==> src/rtl/qalt_pkg.sv <==
// Shared definitions for the quote-aware line tokeniser.
// Character codes, error codes and the result record type.
// No dependencies.
package qalt_pkg;

    localparam logic [7:0] CH_NUL    = 8'd0;
    localparam logic [7:0] CH_TAB    = 8'd9;
    localparam logic [7:0] CH_LF     = 8'd10;
    localparam logic [7:0] CH_CR     = 8'd13;
    localparam logic [7:0] CH_SPACE  = 8'd32;
    localparam logic [7:0] CH_QUOTE  = 8'd34;
    localparam logic [7:0] CH_BSLASH = 8'd92;

    localparam logic [1:0] ERR_NONE       = 2'd0;
    localparam logic [1:0] ERR_QUOTE_OPEN = 2'd1;
    localparam logic [1:0] ERR_ESCAPE_EOL = 2'd2;

    typedef struct packed {
        logic       char_valid;
        logic [7:0] char_out;
        logic       token_end;
        logic       line_end;
        logic [1:0] error_code;
    } qalt_result_t;

endpackage

==> src/rtl/qalt_step.sv <==
// Tokeniser step: holds the three mode flags and works out one result per byte.
// Depends on qalt_pkg.
module qalt_step (
    input  logic                  aclk,
    input  logic                  aresetn,
    input  logic                  step_fire,
    input  logic [7:0]            byte_in,
    output qalt_pkg::qalt_result_t result
);
    import qalt_pkg::*;

    logic in_token_reg, in_token_next;
    logic in_quotes_reg, in_quotes_next;
    logic escape_reg, escape_next;
    logic is_line_end;
    logic is_sep;

    assign is_line_end = (byte_in == CH_NUL) || (byte_in == CH_LF) || (byte_in == CH_CR);
    assign is_sep      = (byte_in == CH_SPACE) || (byte_in == CH_TAB);

    always_comb begin
        result         = '0;
        in_token_next  = in_token_reg;
        in_quotes_next = in_quotes_reg;
        escape_next    = escape_reg;
        if (is_line_end) begin
            result.line_end = 1'b1;
            if (escape_reg) begin
                result.error_code = ERR_ESCAPE_EOL;
            end else if (in_quotes_reg) begin
                result.error_code = ERR_QUOTE_OPEN;
            end else begin
                result.token_end = in_token_reg;
            end
            in_token_next  = 1'b0;
            in_quotes_next = 1'b0;
            escape_next    = 1'b0;
        end else if (escape_reg) begin
            result.char_valid = 1'b1;
            result.char_out   = byte_in;
            escape_next       = 1'b0;
            in_token_next     = 1'b1;
        end else if (byte_in == CH_QUOTE) begin
            // A quote opens a token even if nothing follows it.
            in_quotes_next = ~in_quotes_reg;
            in_token_next  = 1'b1;
        end else if (byte_in == CH_BSLASH) begin
            escape_next   = 1'b1;
            in_token_next = 1'b1;
        end else if (is_sep && !in_quotes_reg) begin
            result.token_end = in_token_reg;
            in_token_next    = 1'b0;
        end else begin
            result.char_valid = 1'b1;
            result.char_out   = byte_in;
            in_token_next     = 1'b1;
        end
    end

    always_ff @(posedge aclk) begin
        if (!aresetn) begin
            in_token_reg  <= 1'b0;
            in_quotes_reg <= 1'b0;
            escape_reg    <= 1'b0;
        end else if (step_fire) begin
            in_token_reg  <= in_token_next;
            in_quotes_reg <= in_quotes_next;
            escape_reg    <= escape_next;
        end
    end

`ifndef ASSERT_OFF
    a_err_needs_eol: assert property (@(posedge aclk) disable iff (!aresetn)
        (result.error_code != ERR_NONE) |-> result.line_end)
        else $error("error code without line end");
    a_eol_clears: assert property (@(posedge aclk) disable iff (!aresetn)
        (step_fire && is_line_end) |=> (!in_token_reg && !in_quotes_reg && !escape_reg))
        else $error("mode flags not cleared after line end");
    a_escape_sets_token: assert property (@(posedge aclk) disable iff (!aresetn)
        escape_reg |-> in_token_reg)
        else $error("escape pending outside a token");
    a_no_char_and_end: assert property (@(posedge aclk) disable iff (!aresetn)
        !(result.char_valid && result.token_end))
        else $error("token byte and token end in one result");
`endif

endmodule

==> src/rtl/quote_aware_line_tokenizer.sv <==
// Top level of the quote-aware line tokeniser: input register, step logic and
// result register with valid/ready handshakes. Depends on qalt_pkg and qalt_step.
//
// Usage:
//   The s_ channel carries one byte of a text line per transfer. The m_ channel
//   returns exactly one result per input byte: an optional token byte, a token
//   end mark, a line end mark and an error code.
//   Space and tab split tokens outside double quotes; quotes toggle quoted mode
//   and are dropped; a backslash makes the next byte literal. NUL, LF and CR end
//   the line and clear the mode flags.
//   Path: an accepted byte is held in the input register, then stepped into the
//   result register, which drives m_valid, as soon as that register is free.
//   Throughput: one byte per cycle, limited only by the receiver.
//   The mode flags are updated as a byte moves from the input register to the
//   result register, so each byte sees the flags left by the previous one.
//   Stall: when m_ready is low the result register holds; an empty input register
//   still takes one more byte, after which s_ready falls until the stall clears.
//   Reset (aresetn low, synchronous) empties both registers and clears all flags.
module quote_aware_line_tokenizer (
    input  logic       aclk,
    input  logic       aresetn,
    input  logic       s_valid,
    output logic       s_ready,
    input  logic [7:0] s_byte_in,
    output logic       m_valid,
    input  logic       m_ready,
    output logic       m_char_valid,
    output logic [7:0] m_char_out,
    output logic       m_token_end,
    output logic       m_line_end,
    output logic [1:0] m_error_code
);
    import qalt_pkg::*;

    logic         in_valid_reg;
    logic [7:0]   in_byte_reg;
    logic         out_valid_reg;
    qalt_result_t out_result_reg;
    qalt_result_t step_result;
    logic         out_free;
    logic         step_fire;

    assign out_free  = !out_valid_reg || m_ready;
    assign step_fire = in_valid_reg && out_free;
    assign s_ready   = !in_valid_reg || out_free;

    qalt_step u_step (
        .aclk      (aclk),
        .aresetn   (aresetn),
        .step_fire (step_fire),
        .byte_in   (in_byte_reg),
        .result    (step_result)
    );

    always_ff @(posedge aclk) begin
        if (!aresetn) begin
            in_valid_reg  <= 1'b0;
            out_valid_reg <= 1'b0;
        end else begin
            if (s_ready) begin
                in_valid_reg <= s_valid;
            end
            if (out_free) begin
                out_valid_reg <= in_valid_reg;
            end
        end
    end

    always_ff @(posedge aclk) begin
        if (s_valid && s_ready) begin
            in_byte_reg <= s_byte_in;
        end
        if (step_fire) begin
            out_result_reg <= step_result;
        end
    end

    assign m_valid      = out_valid_reg;
    assign m_char_valid = out_result_reg.char_valid;
    assign m_char_out   = out_result_reg.char_out;
    assign m_token_end  = out_result_reg.token_end;
    assign m_line_end   = out_result_reg.line_end;
    assign m_error_code = out_result_reg.error_code;

`ifndef ASSERT_OFF
    a_stall_holds: assert property (@(posedge aclk) disable iff (!aresetn)
        (m_valid && !m_ready) |=> (m_valid && $stable(out_result_reg)))
        else $error("result changed while stalled");
    a_full_blocks_input: assert property (@(posedge aclk) disable iff (!aresetn)
        (in_valid_reg && out_valid_reg && !m_ready) |-> !s_ready)
        else $error("input accepted with both registers full");
    a_step_moves: assert property (@(posedge aclk) disable iff (!aresetn)
        step_fire |=> m_valid)
        else $error("stepped byte did not reach the result register");
`endif

endmodule
==> config.mk <==
export PLATFORM = sky130hd
export DESIGN_NAME = quote_aware_line_tokenizer
export DESIGN_NICKNAME = d
export VERILOG_FILES = /design/src/rtl/qalt_pkg.sv /design/src/rtl/qalt_step.sv /design/src/rtl/quote_aware_line_tokenizer.sv
export SDC_FILE = /design/constraint.sdc
export NUM_CORES = 1
export LEC_CHECK = 0
export ABC_AREA = 1
export ABC_CLOCK_PERIOD_IN_PS = 2200
export BUFFER_PORTS_ARGS = -buffer_cell sky130_fd_sc_hd__buf_2
export CORE_MARGIN = 4
export CORE_UTILIZATION = 30
export CTS_CLUSTER_DIAMETER = 80
export CTS_CLUSTER_SIZE = 16
export DETAILED_ROUTE_END_ITERATION = 10
export SYNTH_ARGS = -nofsm -noshare
export SYNTH_HDL_FRONTEND = slang
export SYNTH_HIERARCHICAL = 1
export SYNTH_SLANG_ARGS = --single-unit
==> constraint.sdc <==
create_clock -name aclk -period 2.2 [get_ports aclk]
set_input_delay 0.55 -clock aclk [delete_from_list [all_inputs] [get_ports aclk]]
set_output_delay 0.55 -clock aclk [all_outputs]
set_load 0.005 [all_outputs]
==> results of run 1 <==
-- cell usage in the layout, fill, tap and decap left out, drive strengths merged --
| cell type | netlist | final |
|---|---|---|
| a21oi | 6 | 6 |
| nor2 | 20 | 20 |
| clkinv | 1 | 1 |
| nand2 | 16 | 16 |
| nor3 | 2 | 2 |
| and3 | 1 | 1 |
| nand4 | 2 | 2 |
| dfxtp | 5 | 5 |
| inv | 19 | 19 |
| nand3 | 6 | 6 |
| bufinv | 0 | 1 |
| clkbuf | 1 | 3 |
| buf | 1 | 27 |
| edfxtp | 21 | 21 |
| o21ai | 5 | 5 |
-- layer usage --
layer  vias to the layer above  share of wire [%]  wire length (um)  GRT usage [%]
met2                        24                 48               883           13.6
met5                         -                  0                 0              0
met3                         7                6.8               126           2.45
li1                        402                  -                 -              -
met1                       317                 41               759           7.95
met4                         0                4.2                78           6.17
-- layout make-up --
class                      count  area share [%]
inverter                      20            5.65
tap                           48            4.24
multi-input combinational     58            23.8
timing repair buffer          27            9.71
clock inverter                 1            2.12
clock buffer                   3            2.91
sequential                    26            51.5
-- power groups by stage --
stage | Sequential [mW] | Combinational, mW | Clock, mW
after floorplan | 0.581 | 0.0493 | 0
after global placement | 0.580 | 0.0787 | 0
after detailed placement | 0.581 | 0.0815 | 0
after CTS | 0.570 | 0.0822 | 0.405
after global routing | 0.573 | 0.0912 | 0.416
final | 0.569 | 0.0804 | 0.388
-- worst max-delay path: cells and delay by family, from the launching register on --
| family | cells | cell delay (ns) |
|---|---|---|
| buffers and inverters | 1 | 0.09 |
| DFF | 1 | 0.40 |
| and+or+nand+nor | 7 | 0.91 |
-- worst max-delay path by stage --
stage,to,cells after the start,from
finish,m_char_out[2],8,in_byte_reg[5]
global route,m_char_out[1],10,in_byte_reg[6]
CTS,m_char_out[2],8,in_byte_reg[5]
detailed placement,m_char_out[2],8,in_byte_reg[2]
global placement,m_char_out[1],10,in_byte_reg[6]
floorplan,u_step/escape_reg,4,m_ready
-- per-stage QoR --
step           setup slack [ns]  instance area, um2
6_report                  0.562                1420
5_1_grt                   0.455                1420
4_1_cts                   0.592                1420
3_5_place_dp              0.642                1350
3_3_place_gp              0.680                1350
2_1_floorplan             0.309                1160
-- cells by family (layout without fill, tap and decap cells) --
kind of cell,count (synthesis),after routing
buffers and inverters,22,51
and+or+nand+nor,47,47
AOI/OAI and AO/OA,11,11
DFF,26,26
==> impl_metrics.env, run 1 <==
export IMPL_p_int_uw=833
export IMPL_power_frac_comb_pct=7.7
export IMPL_worst_path_max_fanout=8
export IMPL_synth_nets=118
export IMPL_fp_dieW_um=70.2
export IMPL_synth_xor_area_share_pct=0
export IMPL_utilization_pct=38.4
export IMPL_hold_ws_ns=0.449
export IMPL_grt_pass1_vias=751
export IMPL_gp_congestion=0.932
export IMPL_pwr_share_clk_pct=37.4
export IMPL_synth_main_ff_cell="edfxtp_1"
export IMPL_worstPathArrival_ns=1.67
export IMPL_tightest_slew_ns=0.386
export IMPL_seqCellArea_um2=731
export IMPL_stdcell_count=183
export IMPL_yosys_area_share_simple_pct=24.1
export IMPL_grt_max_degree=20
export IMPL_synth_adder_area_share_pct=0
export IMPL_core_rowCount=22
export IMPL_setup_worst_path_end_class="register"
export IMPL_cts_sinks=26
export IMPL_post_drt_wl_per_cell_um=10.1
export IMPL_cpMostUsedCell="nand2_2"
export IMPL_grt_pass1_wl_um=3110
export IMPL_drc=0
export IMPL_insertion_delay_ns=0.27
export IMPL_antennaDiodeCount=0
export IMPL_area_growth_pct=22.2
export IMPL_numCtsBuffers=3
export IMPL_final_nets=148
export IMPL_synthMostInstantiatedCell="edfxtp_1"
export IMPL_r2r_start="in_byte_reg[5]"
export IMPL_path_cells="inv_2 -> nand2_2 -> nor3_1 -> nand3_1 -> nand2_2 -> nor2_4 -> nor2_8 -> nor2_2"
export IMPL_cts_resized=0
export IMPL_cts_buffer_depth=2
export IMPL_h_tree_depth=1
export IMPL_routed_wl_um=1850
export IMPL_run_status="finished clean"
export IMPL_cp_slowest_cell="edfxtp_1"
export IMPL_total_power_mw=1.04
export IMPL_max_slew_margin_pct=74.1
export IMPL_synth_edf_count=21
export IMPL_drt_first_pass_iters=4
export IMPL_p_per_area_nw_per_um2=732
export IMPL_period_minus_slack_ns=1.64
export IMPL_min_path_cells=1
export IMPL_dieArea_um2=4930
export IMPL_synth_area_per_cell_um2=10.9
export IMPL_port_buffers=26
export IMPL_p_sw_uw=204
export IMPL_setup_viol_count_final=0
export IMPL_die_h_um=70.2
export IMPL_synth_common_cells="21 x edfxtp_1, 13 x inv_1, 11 x nand2_1, 9 x nor2_1, 7 x nor2_2"
export IMPL_fmax_mhz=610
export IMPL_syn_area_um2=1160
export IMPL_multi_input_area_um2=338
export IMPL_antenna_found_initial=0
export IMPL_synth_area_mux_share_pct=0
export IMPL_yosysTopAreaCell="edfxtp_1"
export IMPL_fillers=372
export IMPL_hold_class="input port to register"
export IMPL_seqPwrFrac_pct=54.9
export IMPL_io_pins=27
export IMPL_startpoint_type="register"
export IMPL_switching_share_pct=19.7
export IMPL_drv_cap=0
export IMPL_ys_seq_elements=26
export IMPL_synth_cell_types=23
export IMPL_initial_core_util_pct=31.4
export IMPL_yosysSeqAreaShare_pct=63.0
export IMPL_synth_compound_area_share_pct=5.07
export IMPL_ir_drop_mv=0.267
export IMPL_setup_tns_final_ns=0
export IMPL_drtIter0Drc=16
export IMPL_place_inst=179
export IMPL_drv_slew=0
export IMPL_yosysWarnings=6
export IMPL_track_usage_pct=7.97
export IMPL_synth_top_cell_area_share_pct=54.4
export IMPL_min_to="in_byte_reg[3]"
export IMPL_rrSetupSlack_ns=0.56
export IMPL_fin_crit_sh_pct=74.5
export IMPL_drive_above_1_share_pct=43.0
export IMPL_required_ns=2.23
export IMPL_p_leak_nw=0.604
export IMPL_postRouteAntennaNets=0
export IMPL_synth_top_family_by_area="simple AND/OR/NAND/NOR gates"
export IMPL_reg2reg_to="m_char_out[2]"
export IMPL_cts_tree="built"
export IMPL_async_reset_ff_share_pct=0
export IMPL_cts_root_buf="clkbuf_8"
export IMPL_hold_viol=0
export IMPL_reg2regPathDepth=8
export IMPL_skew_ns=0.00149
export IMPL_num_vias=750
export IMPL_hp_start="s_byte_in[3]"
export IMPL_synthTopCellsByArea="edfxtp_1 54%, dfxtp_1 8.6%, inv_1 4.2%"
export IMPL_hpwl_um=1400
export IMPL_rsz0062_at_grt="false"
export IMPL_path_class="register to register"
export IMPL_grt_overflow=0
export IMPL_cpPeakStageDelay_ns=0.40
export IMPL_ctsHoldBuffers=0
export IMPL_vias_per_cell=4.10
export IMPL_post_cts_buffers=0
export IMPL_core_area_um2=3690
export IMPL_path_clk_slew_ns=0.08
export IMPL_synthCells=106
(Power assumes the default switching activity.)
==> inputs of run 2 (changes only) <==
Settings changed: ABC_CLOCK_PERIOD_IN_PS 2200 to 1600.
Clock period 2.2 ns to 1.6 ns, I/O delays scaled along.
==> run 2 against run 1 <==
Against the previous run: total power is 22% higher; utilization is 0.75 points higher; fmax is 6.1% higher; clock power down 7.2%; final area grew 1.9%; combinational power grew 50%; worst setup slack got worse by 0.51 ns; sequential share of layout area shrank 0.98 points; critical path type unchanged; critical endpoint is now m_char_out[4].
==> impl_metrics.env, run 2 (same netlist as run 1, synthesis figures left out) <==
export IMPL_run_status="finished clean"
export IMPL_track_usage_pct=9.26
export IMPL_place_inst=179
export IMPL_drive_above_1_share_pct=49.3
export IMPL_mostFrequentLayoutCells="26 x buf_2, 21 x edfxtp_1, 12 x inv_1, 11 x nand2_1, 11 x nor2_2"
export IMPL_io_pins=27
export IMPL_dieArea_um2=4930
export IMPL_cts_sinks=26
export IMPL_fin_ws_ns=0.0556
export IMPL_final_nets=151
export IMPL_utilization_pct=39.2
export IMPL_area_growth_pct=24.6
export IMPL_core_rowCount=22
export IMPL_initial_core_util_pct=31.4
export IMPL_hold_ws_ns=0.305
export IMPL_insertion_delay_ns=0.27
export IMPL_path_buf_inv=2
export IMPL_drc=0
export IMPL_drv_cap=0
export IMPL_setup_viol_count_final=0
export IMPL_fin_area_um2=1450
export IMPL_startpoint_type="register"
export IMPL_hold_class="input port to register"
export IMPL_antennaDiodeCount=0
export IMPL_drtIter0Drc=44
export IMPL_port_buffers=26
export IMPL_setup_tns_final_ns=0
export IMPL_cpMostUsedCell="nor2_2"
export IMPL_gp_congestion=0.938
export IMPL_p_per_area_nw_per_um2=877
export IMPL_fp_dieW_um=70.2
export IMPL_numCtsBuffers=3
export IMPL_path_class="register to register"
export IMPL_postRouteAntennaNets=0
export IMPL_setup_worst_path_end_class="register"
export IMPL_antenna_found_initial=0
export IMPL_drv_slew=0
export IMPL_p_leak_nw=0.608
export IMPL_rsz0062_at_grt="true"
export IMPL_cpPeakStageDelay_ns=0.45
export IMPL_cts_root_buf="clkbuf_8"
export IMPL_required_ns=1.62
export IMPL_num_vias=820
export IMPL_grt_pass1_vias=848
export IMPL_grt_overflow=0
export IMPL_grt_max_degree=20
export IMPL_path_cells="inv_2 -> nor2_2 -> nand2_1 -> nand3_2 -> nand2_4 -> clkinv_4 -> nor2_4 -> nor2_8 -> nor2_2"
export IMPL_worstPathArrival_ns=1.57
export IMPL_hold_viol=0
export IMPL_post_drt_wl_per_cell_um=11.4
export IMPL_path_clk_slew_ns=0.08
export IMPL_total_power_mw=1.27
export IMPL_core_area_um2=3690
export IMPL_fmax_mhz=648
export IMPL_fillers=383
export IMPL_stdcell_count=186
export IMPL_cts_tree="built"
export IMPL_worst_path_max_fanout=8
export IMPL_ir_drop_mv=0.306
export IMPL_grt_pass1_wl_um=3540
export IMPL_skew_ns=0.00383
export IMPL_cp_slowest_cell="edfxtp_1"
export IMPL_dpl_cell_area_um2=1350
export IMPL_place_ws_ns=0.0425
export IMPL_drt_first_pass_iters=5
export IMPL_layout_commonest_cell="buf_2"
export IMPL_routed_wl_um=2120
export IMPL_die_h_um=70.2
export IMPL_period_minus_slack_ns=1.54
export IMPL_tightest_slew_ns=0.279
export IMPL_cts_buffer_depth=2
export IMPL_fin_crit_sh_pct=96.5
export IMPL_vias_per_cell=4.41
export IMPL_max_slew_margin_pct=81.4
export IMPL_path_delay_family="simple AND/OR/NAND/NOR gates"
export IMPL_h_tree_depth=1
export IMPL_hpwl_um=1550
-- run 2: cell count changes in the layout (fill, tap and decap cells not counted), sizes merged --
cell	previous run	this run
clkinv	1	2
bufinv	1	0
buf	27	30
-- run 2: report_power, final --
group,switching (mW),total [mW],internal (mW)
registers,0.0198,0.787,0.767
logic,0.0727,0.121,0.0478
clock network,0.188,0.360,0.172
-- run 2: timing repair --
action | in CTS | in global routing
setup buffers | 0 | 3
resized for setup | 0 | 9
hold buffers | 0 | 0
setup endpoints to repair | 0 | 9
-- run 2: worst paths after layout --
path | start | to | slack, ns | depth (start not counted)
worst max-delay path | in_byte_reg[0] | m_char_out[4] | 0.06 | 9
worst min-delay path | s_byte_in[0] | in_byte_reg[0] | 0.30 | 1
worst max register to register | in_byte_reg[0] | m_char_out[4] | 0.06 | 9
worst min register to register | in_byte_reg[7] | m_char_out[7] | 0.49 | 0
-- run 2: final cells by class --
class                   instances  area (um2)  share of cell area [%]
clock buffers                   3        41.3                    2.86
clock inverters                 1        3.75                   0.260
inverters                      20        80.1                    5.54
multi-input cells              58         369                    25.5
flip-flops and latches         26         731                    50.6
well taps                      48        60.1                    4.16
repair buffers                 30         160                    11.1
-- run 2: layer usage --
layer | vias up | part of all wire (%) | global-route usage (%) | wire length, um
met4 | 0 | 1.3 | 5.74 | 27
met3 | 4 | 7.2 | 2.73 | 153
met1 | 373 | 40 | 9.85 | 852
met2 | 35 | 51 | 15.9 | 1090
li1 | 408 | - | - | -
met5 | - | 0 | 0 | 0
